`src/plist_pkg.sv`:
```
package plist_pkg;

	// fixed field widths
	localparam int DATA_W   = 32;
	localparam int ACT_W    = 3;
	localparam int POS_W    = 6;
	localparam int STAT_W   = 2;
	localparam int COUNT_W  = 6;

	// default list depth
	localparam int CAPACITY_DEF = 32;

	typedef enum logic [ACT_W-1:0] {
		ACT_INS_FRONT = 3'd0,
		ACT_INS_BACK  = 3'd1,
		ACT_INS_AT    = 3'd2,
		ACT_DEL_FRONT = 3'd3,
		ACT_DEL_BACK  = 3'd4,
		ACT_DEL_AT    = 3'd5,
		ACT_READ_AT   = 3'd6
	} act_t;

	typedef enum logic [STAT_W-1:0] {
		ST_OK     = 2'd0,
		ST_BADPOS = 2'd1,
		ST_FULL   = 2'd2,
		ST_EMPTY  = 2'd3
	} status_t;

	// what the cell row does this cycle
	typedef enum logic [1:0] {
		OP_HOLD = 2'd0,
		OP_INS  = 2'd1,
		OP_DEL  = 2'd2,
		OP_READ = 2'd3
	} cell_op_t;

	// command broadcast along the row; idx is sized to the largest depth
	typedef struct packed {
		cell_op_t                  op;
		logic [POS_W-1:0]          idx;
		logic signed [DATA_W-1:0]  value;
	} cell_cmd_t;

endpackage

```
`src/plist_req_if.sv`:
```
interface plist_req_if;
	logic                                   valid;
	logic                                   ready;
	logic [plist_pkg::ACT_W-1:0]            action;
	logic signed [plist_pkg::DATA_W-1:0]    value;
	logic [plist_pkg::POS_W-1:0]            position;

	modport source (output valid, output action, output value, output position, input ready);
	modport sink   (input valid, input action, input value, input position, output ready);
endinterface

```
`src/plist_rsp_if.sv`:
```
interface plist_rsp_if;
	logic                                   valid;
	logic                                   ready;
	logic [plist_pkg::STAT_W-1:0]           status;
	logic [plist_pkg::COUNT_W-1:0]          count;
	logic signed [plist_pkg::DATA_W-1:0]    read_value;

	modport source (output valid, output status, output count, output read_value, input ready);
	modport sink   (input valid, input status, input count, input read_value, output ready);
endinterface

```
`src/plist_cell.sv`:
```
// One list slot. Opens a gap (takes its left neighbour) or closes one
// (takes its right neighbour) depending on where the command index lies.
module plist_cell #(
	parameter int Index = 0
) (
	input  logic                                clk,
	input  plist_pkg::cell_cmd_t                cmd,
	input  logic signed [plist_pkg::DATA_W-1:0] left,
	input  logic signed [plist_pkg::DATA_W-1:0] right,
	output logic signed [plist_pkg::DATA_W-1:0] data,
	output logic signed [plist_pkg::DATA_W-1:0] rd_data
);

	localparam logic [plist_pkg::POS_W-1:0] MyIdx = plist_pkg::POS_W'(Index);

	logic signed [plist_pkg::DATA_W-1:0] data_q;

	// slot update
	always_ff @(posedge clk) begin
		unique case (cmd.op)
			plist_pkg::OP_INS: begin
				if (cmd.idx == MyIdx) begin
					data_q <= cmd.value;
				end else if (cmd.idx < MyIdx) begin
					data_q <= left;
				end
			end
			plist_pkg::OP_DEL: begin
				if (cmd.idx <= MyIdx) begin
					data_q <= right;
				end
			end
			default: begin
			end
		endcase
	end

	assign data = data_q;

	// gated read tap, OR-combined along the row
	assign rd_data = (cmd.op == plist_pkg::OP_READ && cmd.idx == MyIdx) ? data_q : '0;

endmodule

```
`src/plist_ctrl.sv`:
```
// Command decode: range checks against the current length, status,
// next length and the command for the cell row.
module plist_ctrl #(
	parameter int CAPACITY = plist_pkg::CAPACITY_DEF
) (
	input  logic                                fire,
	input  logic [plist_pkg::ACT_W-1:0]         action,
	input  logic signed [plist_pkg::DATA_W-1:0] value,
	input  logic [plist_pkg::POS_W-1:0]         position,
	input  logic [$clog2(CAPACITY+1)-1:0]       length,
	output plist_pkg::cell_cmd_t                cmd,
	output plist_pkg::status_t                  status,
	output logic [$clog2(CAPACITY+1)-1:0]       length_next
);

	localparam int LW = $clog2(CAPACITY + 1);
	// compare width: holds length+1 and any position
	localparam int CW = ((LW > plist_pkg::POS_W) ? LW : plist_pkg::POS_W) + 1;
	localparam logic [LW-1:0] Full = LW'(CAPACITY);

	logic [CW-1:0]         len_x;
	logic [CW-1:0]         pos_x;
	logic [CW-1:0]         pos_m1;
	logic [CW-1:0]         len_m1;
	plist_pkg::cell_op_t   op;
	logic [CW-1:0]         idx;

	assign len_x  = CW'(length);
	assign pos_x  = CW'(position);
	assign pos_m1 = pos_x - CW'(1);
	assign len_m1 = len_x - CW'(1);

	// decode and range checks
	always_comb begin
		op     = plist_pkg::OP_HOLD;
		idx    = '0;
		status = plist_pkg::ST_OK;
		unique case (plist_pkg::act_t'(action))
			plist_pkg::ACT_INS_FRONT, plist_pkg::ACT_INS_BACK, plist_pkg::ACT_INS_AT: begin
				if (length == Full) begin
					status = plist_pkg::ST_FULL;
				end else if (plist_pkg::act_t'(action) == plist_pkg::ACT_INS_FRONT) begin
					op = plist_pkg::OP_INS;
				end else if (plist_pkg::act_t'(action) == plist_pkg::ACT_INS_BACK) begin
					op  = plist_pkg::OP_INS;
					idx = len_x;
				end else if (position == '0 || pos_x > len_x + CW'(1)) begin
					status = plist_pkg::ST_BADPOS;
				end else begin
					op  = plist_pkg::OP_INS;
					idx = pos_m1;
				end
			end
			plist_pkg::ACT_DEL_FRONT, plist_pkg::ACT_DEL_BACK, plist_pkg::ACT_DEL_AT: begin
				if (length == '0) begin
					status = plist_pkg::ST_EMPTY;
				end else if (plist_pkg::act_t'(action) == plist_pkg::ACT_DEL_FRONT) begin
					op = plist_pkg::OP_DEL;
				end else if (plist_pkg::act_t'(action) == plist_pkg::ACT_DEL_BACK) begin
					op  = plist_pkg::OP_DEL;
					idx = len_m1;
				end else if (position == '0 || pos_x > len_x) begin
					status = plist_pkg::ST_BADPOS;
				end else begin
					op  = plist_pkg::OP_DEL;
					idx = pos_m1;
				end
			end
			plist_pkg::ACT_READ_AT: begin
				if (position == '0 || pos_x > len_x) begin
					status = plist_pkg::ST_BADPOS;
				end else begin
					op  = plist_pkg::OP_READ;
					idx = pos_m1;
				end
			end
			default: begin
				status = plist_pkg::ST_BADPOS;
			end
		endcase
	end

	// command to the row only on an accepted request
	always_comb begin
		cmd.op    = fire ? op : plist_pkg::OP_HOLD;
		cmd.idx   = plist_pkg::POS_W'(idx);
		cmd.value = value;
		unique case (cmd.op)
			plist_pkg::OP_INS: length_next = length + LW'(1);
			plist_pkg::OP_DEL: length_next = length - LW'(1);
			default:           length_next = length;
		endcase
	end

endmodule

```
`src/positional_list_engine_core.sv`:
```
// Channel | Dir | Payload                          | Handshake
// req     | in  | action, value, position          | valid/ready
// rsp     | out | status, count, read_value        | valid/ready
//
// One request is taken per cycle; its response sits in the output register
// from the next cycle. The whole row of cells shifts in the accept cycle.
// A new request is taken while the response register is empty or being
// drained, so a stalled rsp channel stalls req after one request.
// Reset clears the length and the response valid; slot contents are left.
module positional_list_engine_core #(
	parameter int CAPACITY = plist_pkg::CAPACITY_DEF
) (
	input  logic         clk,
	input  logic         arst_n,
	plist_req_if.sink    req,
	plist_rsp_if.source  rsp
);

	localparam int LW = $clog2(CAPACITY + 1);

	logic                                fire;
	logic [LW-1:0]                       length_q;
	logic [LW-1:0]                       length_next;
	plist_pkg::cell_cmd_t                cmd;
	plist_pkg::status_t                  status;
	logic signed [plist_pkg::DATA_W-1:0] cell_data [CAPACITY];
	logic signed [plist_pkg::DATA_W-1:0] cell_rd   [CAPACITY];
	logic signed [plist_pkg::DATA_W-1:0] rd_value;

	logic                                rsp_valid_q;
	plist_pkg::status_t                  status_q;
	logic [plist_pkg::COUNT_W-1:0]       count_q;
	logic signed [plist_pkg::DATA_W-1:0] read_value_q;

	assign req.ready = !rsp_valid_q || rsp.ready;
	assign fire      = req.valid && req.ready;

	plist_ctrl #(.CAPACITY(CAPACITY)) u_ctrl (
		.fire        (fire),
		.action      (req.action),
		.value       (req.value),
		.position    (req.position),
		.length      (length_q),
		.cmd         (cmd),
		.status      (status),
		.length_next (length_next)
	);

	// row of slots, entry 0 is the front
	for (genvar i = 0; i < CAPACITY; i++) begin : g_cell
		logic signed [plist_pkg::DATA_W-1:0] left_w;
		logic signed [plist_pkg::DATA_W-1:0] right_w;
		if (i == 0) begin : g_first
			assign left_w = '0;
		end else begin : g_mid_l
			assign left_w = cell_data[i-1];
		end
		if (i == CAPACITY - 1) begin : g_last
			assign right_w = '0;
		end else begin : g_mid_r
			assign right_w = cell_data[i+1];
		end
		plist_cell #(.Index(i)) u_cell (
			.clk     (clk),
			.cmd     (cmd),
			.left    (left_w),
			.right   (right_w),
			.data    (cell_data[i]),
			.rd_data (cell_rd[i])
		);
	end

	// combine read taps; at most one is non-zero
	always_comb begin
		rd_value = '0;
		for (int i = 0; i < CAPACITY; i++) begin
			rd_value = rd_value | cell_rd[i];
		end
	end

	// length and response valid
	always_ff @(posedge clk or negedge arst_n) begin
		if (!arst_n) begin
			length_q    <= '0;
			rsp_valid_q <= 1'b0;
		end else begin
			length_q <= length_next;
			if (fire) begin
				rsp_valid_q <= 1'b1;
			end else if (rsp.ready) begin
				rsp_valid_q <= 1'b0;
			end
		end
	end

	// response payload
	always_ff @(posedge clk) begin
		if (fire) begin
			status_q     <= status;
			count_q      <= plist_pkg::COUNT_W'(length_next);
			read_value_q <= rd_value;
		end
	end

	assign rsp.valid      = rsp_valid_q;
	assign rsp.status     = status_q;
	assign rsp.count      = count_q;
	assign rsp.read_value = read_value_q;

endmodule

```
`src/flat_wrapper.sv`:
```
// flat-port wrapper written by rule: the top's interface ports become plain ports
module positional_list_engine_core_flat 
#(
	parameter int CAPACITY = plist_pkg::CAPACITY_DEF
)
  (clk, arst_n, req_valid, req_action, req_value, req_position, req_ready, rsp_valid, rsp_status, rsp_count, rsp_read_value, rsp_ready);
  plist_req_if req_i ();
  plist_rsp_if rsp_i ();
  input  logic clk;
  input  logic arst_n;
  input wire logic [$bits(req_i.valid)-1:0] req_valid;
  input wire logic [$bits(req_i.action)-1:0] req_action;
  input wire logic [$bits(req_i.value)-1:0] req_value;
  input wire logic [$bits(req_i.position)-1:0] req_position;
  output wire logic [$bits(req_i.ready)-1:0] req_ready;
  output wire logic [$bits(rsp_i.valid)-1:0] rsp_valid;
  output wire logic [$bits(rsp_i.status)-1:0] rsp_status;
  output wire logic [$bits(rsp_i.count)-1:0] rsp_count;
  output wire logic [$bits(rsp_i.read_value)-1:0] rsp_read_value;
  input wire logic [$bits(rsp_i.ready)-1:0] rsp_ready;
  assign req_i.valid = req_valid;
  assign req_i.action = req_action;
  assign req_i.value = req_value;
  assign req_i.position = req_position;
  assign req_ready = req_i.ready;
  assign rsp_valid = rsp_i.valid;
  assign rsp_status = rsp_i.status;
  assign rsp_count = rsp_i.count;
  assign rsp_read_value = rsp_i.read_value;
  assign rsp_i.ready = rsp_ready;
  positional_list_engine_core #(.CAPACITY(CAPACITY)) u_core (.clk(clk), .arst_n(arst_n), .req(req_i), .rsp(rsp_i));
endmodule
```
`config.mk`:
```
export PLATFORM = sky130hd
export DESIGN_NAME = positional_list_engine_core_flat
export DESIGN_NICKNAME = d
export VERILOG_FILES = /design/src/plist_pkg.sv /design/src/plist_req_if.sv /design/src/plist_rsp_if.sv /design/src/plist_cell.sv /design/src/plist_ctrl.sv /design/src/positional_list_engine_core.sv /design/src/flat_wrapper.sv
export SDC_FILE = /design/constraint.sdc
export NUM_CORES = 2
export LEC_CHECK = 0
export BUFFER_PORTS_ARGS = -buffer_cell sky130_fd_sc_hd__buf_2
export CAP_MARGIN = 20
export CORE_ASPECT_RATIO = 1.2
export CORE_MARGIN = 2
export CORE_UTILIZATION = 55
export CTS_BUF_LIST = sky130_fd_sc_hd__clkbuf_8
export DETAILED_ROUTE_END_ITERATION = 16
export GPL_TIMING_DRIVEN = 0
export PLACE_DENSITY = 0.75
export SLEW_MARGIN = 10
export SYNTH_ARGS = -nofsm -noshare
export SYNTH_HDL_FRONTEND = slang
export SYNTH_HIERARCHICAL = 1
export SYNTH_SLANG_ARGS = --single-unit
```
`constraint.sdc`:
```
create_clock -name clk -period 11.6 [get_ports clk]
set_input_delay 0 -clock clk [delete_from_list [all_inputs] [get_ports clk]]
set_output_delay 0 -clock clk [all_outputs]
set_load 0.03 [all_outputs]
```
==> flow_metrics.env <==
export IMPL_antenna_found_initial=29
export IMPL_ios=87
export IMPL_syn_area_sq_um=71190
export IMPL_root_buffer="clkbuf_8"
export IMPL_gr_total_overflow=0
export IMPL_yosys_area_share_xor_xnor=0.002337
export IMPL_fp_coreArea_sq_um=128500
export IMPL_vias=73290
export IMPL_die_w_um=332.4
export IMPL_clk_pin_slew_ns=0.06
export IMPL_p_per_area_nw_per_um2=229.4
export IMPL_final_min_clock_period_ns=7.582
export IMPL_comb_power_share=0.421
export IMPL_wl_per_cell_um=33.67
export IMPL_cp_num_buf_inv=8
export IMPL_power_switching_mw=8.564
export IMPL_finalWeightedCongestion=1.050
export IMPL_yosys_warnings=6
export IMPL_muxShareOfSynthArea=0.005202
export IMPL_synth_top_family_by_area="simple AND/OR/NAND/NOR gates"
export IMPL_rsz0062_at_grt="no"
export IMPL_grt_total_usage=0.4999
export IMPL_ys_flop_type="edfxtp_1"
export IMPL_highest_layer="met5"
export IMPL_cap_violations=0
export IMPL_cts_sinks=1071
export IMPL_status="finished clean"
export IMPL_critPathTopFamily="simple AND/OR/NAND/NOR gates"
export IMPL_placed_cell_area_sq_um=76170
export IMPL_ir_worst_vdd_v=0.0001392
export IMPL_synth_top_area_frac=0.4488
export IMPL_p_sw_frac=0.4661
export IMPL_worstSetupPathType="flip-flop to flip-flop"
export IMPL_dr_wl_met2_um=143900
export IMPL_syn_to_final_growth_pct=12.53
export IMPL_syn_area_per_cell_sq_um=9.130
export IMPL_rows=144
export IMPL_fillers=11070
export IMPL_power_frac_clock=0.180
export IMPL_cts_buffer_depth=3
export IMPL_dieArea_sq_um=132300
export IMPL_yosys_area_top_type="edfxtp_1"
export IMPL_routed_via_density=7.257
export IMPL_fin_crit_sh=0.6536
export IMPL_hp_class="primary input to flip-flop"
export IMPL_synth_area_leaders="edfxtp_1 (45%), and2_1 (7.6%), a31oi_1 (5.6%), o21ai_0 (5.2%), o211ai_1 (4.3%)"
export IMPL_m1WireLength_um=109100
export IMPL_yosysSeqAreaShare=0.4512
export IMPL_grt_max_degree=49
export IMPL_post_synth_fa_ha_maj_area_fraction=0.003339
export IMPL_layout_nets=8327
export IMPL_grt_pass1_wl_um=479400
export IMPL_power_leakage_nw=27.35
export IMPL_p_seq_frac=0.399
export IMPL_crit_fanout=17
export IMPL_crit_required_ns=12.29
export IMPL_ys_seq_elements=1071
export IMPL_slowest_stage="nor4_1"
export IMPL_maxSlewViolCount=0
export IMPL_die_y_um=398.1
export IMPL_setup_viol=0
export IMPL_final_common_cell="edfxtp_1"
export IMPL_multi_input_area_sq_um=35460
export IMPL_drive_gt1_frac=0.1433
export IMPL_drt_pass1_iterations=9
export IMPL_dp_hpwl_um=246200
export IMPL_setup_tns_ns=0
export IMPL_cts_tree="done"
export IMPL_fmax_mhz=131.9
export IMPL_grt_pass1_vias=69760
export IMPL_finalHoldViolations=0
export IMPL_slowest_delay_ns=1.00
export IMPL_drt_iter0_markers=12580
export IMPL_cts_made_buffers=183
export IMPL_postRouteAntennaNets=0
export IMPL_path_cells="clkbuf_1 > inv_1 > ha_1 > inv_1 > ha_1 > nand3b_1 > a21o_1 > a21o_1 > a32oi_2 > o221ai_4 > buf_16 > buf_16 > buf_12 > buf_12 > nand3_1 > nor3_4 > clkbuf_2 > and2_1 > nor4_1 > nand4_1 > or2_1"
export IMPL_clk_latency_ns=1.00
export IMPL_postLayoutCellArea_sq_um=80110
export IMPL_synth_compound_area_frac=0.2013
export IMPL_synth_edf_count=1064
export IMPL_critPathLaunchType="flip-flop"
export IMPL_most_common_layout_cells="edfxtp_1 (1064), and2_1 (868), nor2_1 (767)"
export IMPL_port_buffer_count=53
export IMPL_worst_pin_slew_ns=1.383
export IMPL_wl_met3_um=45970
export IMPL_yosys_area_share_simple=0.2752
export IMPL_skew_ns=0.03856
export IMPL_htreeDepth=4
export IMPL_routed_wirelength_um=340000
export IMPL_end_kind="flip-flop"
export IMPL_synth_cells=7798
export IMPL_arrival_ns=8.27
export IMPL_async_flop_share=0.006536
export IMPL_drc_errors=0
export IMPL_internal_power_mw=9.810
export IMPL_initial_core_util=0.5542
export IMPL_seqCellArea_sq_um=32130
export IMPL_relSlewSlack=0.06922
export IMPL_synth_cell_type_count=95
==> registers in the layout, indices dropped and copies added, names as in the netlist <==
register,flops
u_core/rsp.valid,1
u_core/rsp.read_value,32
u_core/rsp.status,2
u_core/length_q,6
u_core/rsp.count,6
u_core/g_cell.u_cell/data,1024
==> tightest hold or removal path, stage by stage <==
cell and delay (ns):
buf_2 0.16, xnor2_1 0.12, o21ai_4 0.21, buf_12 0.21, a2111oi_2 0.12
==> layout make-up <==
type / count / area share
diodes: 20 / 0.0006247
well taps: 1679 / 0.02622
plain buffers: 820 / 0.05196
flip-flops and latches: 1071 / 0.4010
repair buffers: 249 / 0.03442
inverters: 54 / 0.002530
clock inverters: 135 / 0.008465
clock buffers: 187 / 0.03213
multi-input cells: 5884 / 0.4426
==> kinds of logic (layout without fill, tap and decap cells) <==
group                      count (synthesis)  in the layout
muxes                                     33             33
adders and majority gates                 19             19
other                                      1             52
xor gates and xnor gates                  19             19
DFF                                     1071           1071
and+or+nand+nor                         3556           3556
buffers and inverters                    874           1445
AOI/OAI and AO/OA                       2225           2225
==> per-layer routing <==
| layer | track usage | up-vias |
|---|---|---|
| li1 | - | 30250 |
| met2 | 0.7411 | 6502 |
| met3 | 0.1695 | 1959 |
| met5 | 0.004327 | - |
| met1 | 0.5569 | 34560 |
| met4 | 0.4917 | 18 |
==> what timing repair did <==
| action | CTS | global route |
|---|---|---|
| gates resized for setup | 0 | 0 |
| buffers inserted | 0 | 0 |
| endpoints found under the hold margin | 1072 | 0 |
| hold buffers | 46 | 0 |
==> path summary, 6_finish.rpt <==
path,start,endpoint,slack [ns],depth (start not counted)
worst max-delay path,u_core/length_q[0]$_DFF_PN0_,u_core/rsp.read_value[21]$_DFFE_PP_,4.02,21
worst min-delay path,req_position[2],u_core/g_cell[11].u_cell/data[29]$_DFFE_PP_,0.06,5
worst max register to register,u_core/length_q[0]$_DFF_PN0_,u_core/rsp.read_value[21]$_DFFE_PP_,4.02,21
worst min register to register,u_core/g_cell[1].u_cell/data[0]$_DFFE_PP_,u_core/g_cell[0].u_cell/data[0]$_DFFE_PP_,0.59,1
max in group asynchronous,arst_n,u_core/rsp.valid$_DFFE_PN0P_,10.83,4
min in group asynchronous,arst_n,u_core/length_q[5]$_DFF_PN0_,0.51,4
==> power by group through the flow <==
stage               registers (mW)  logic, mW  clock network [mW]
floorplan                     6.59       4.61                   0
CTS                           7.23       7.28                3.28
finish                        7.34       7.74                3.30
global placement              7.58       6.57                   0
global route                  7.33       8.06                3.43
detailed placement            7.30       7.23                   0
==> synthesized netlist by cell type (6+ instances only) <==
cell,n
nand2b_1,57
mux2_2,30
or2_1,38
dfrtp_1,7
buf_1,19
nor2b_1,29
nor3_4,30
o211ai_1,410
or3_1,11
buf_6,77
nor3_2,33
nand3_2,6
a41oi_2,13
a31oi_1,633
buf_4,45
nand4bb_4,6
clkbuf_2,55
nor2_1,768
ha_1,19
nand4_1,251
nor3_1,21
and2_1,869
nor4_2,34
a41oi_1,94
nand2_1,552
buf_2,116
inv_1,53
xnor2_1,16
a21o_1,6
clkbuf_1,495
and2_2,134
o211ai_2,90
o21ai_1,23
a221oi_1,15
nor4_1,228
nand3_1,426
a21oi_1,167
edfxtp_1,1064
o21ai_0,739
==> through the flow <==
step	cells	power (mW)	utilization	hold slack [ns]	setup slack (ns)
5_1_grt	10080	18.82	0.6233	0.05977	3.868
4_1_cts	10070	17.79	0.6218	0.0003547	4.464
3_3_place_gp	9561	14.14	0.5735	-0.1613	-23.14
6_report	10100	18.37	0.6236	0.06325	4.018
2_1_floorplan	7829	11.19	-	-0.2956	0.2818
3_5_place_dp	9697	14.53	0.5929	-0.1580	4.487
(Power assumes the default switching activity.)
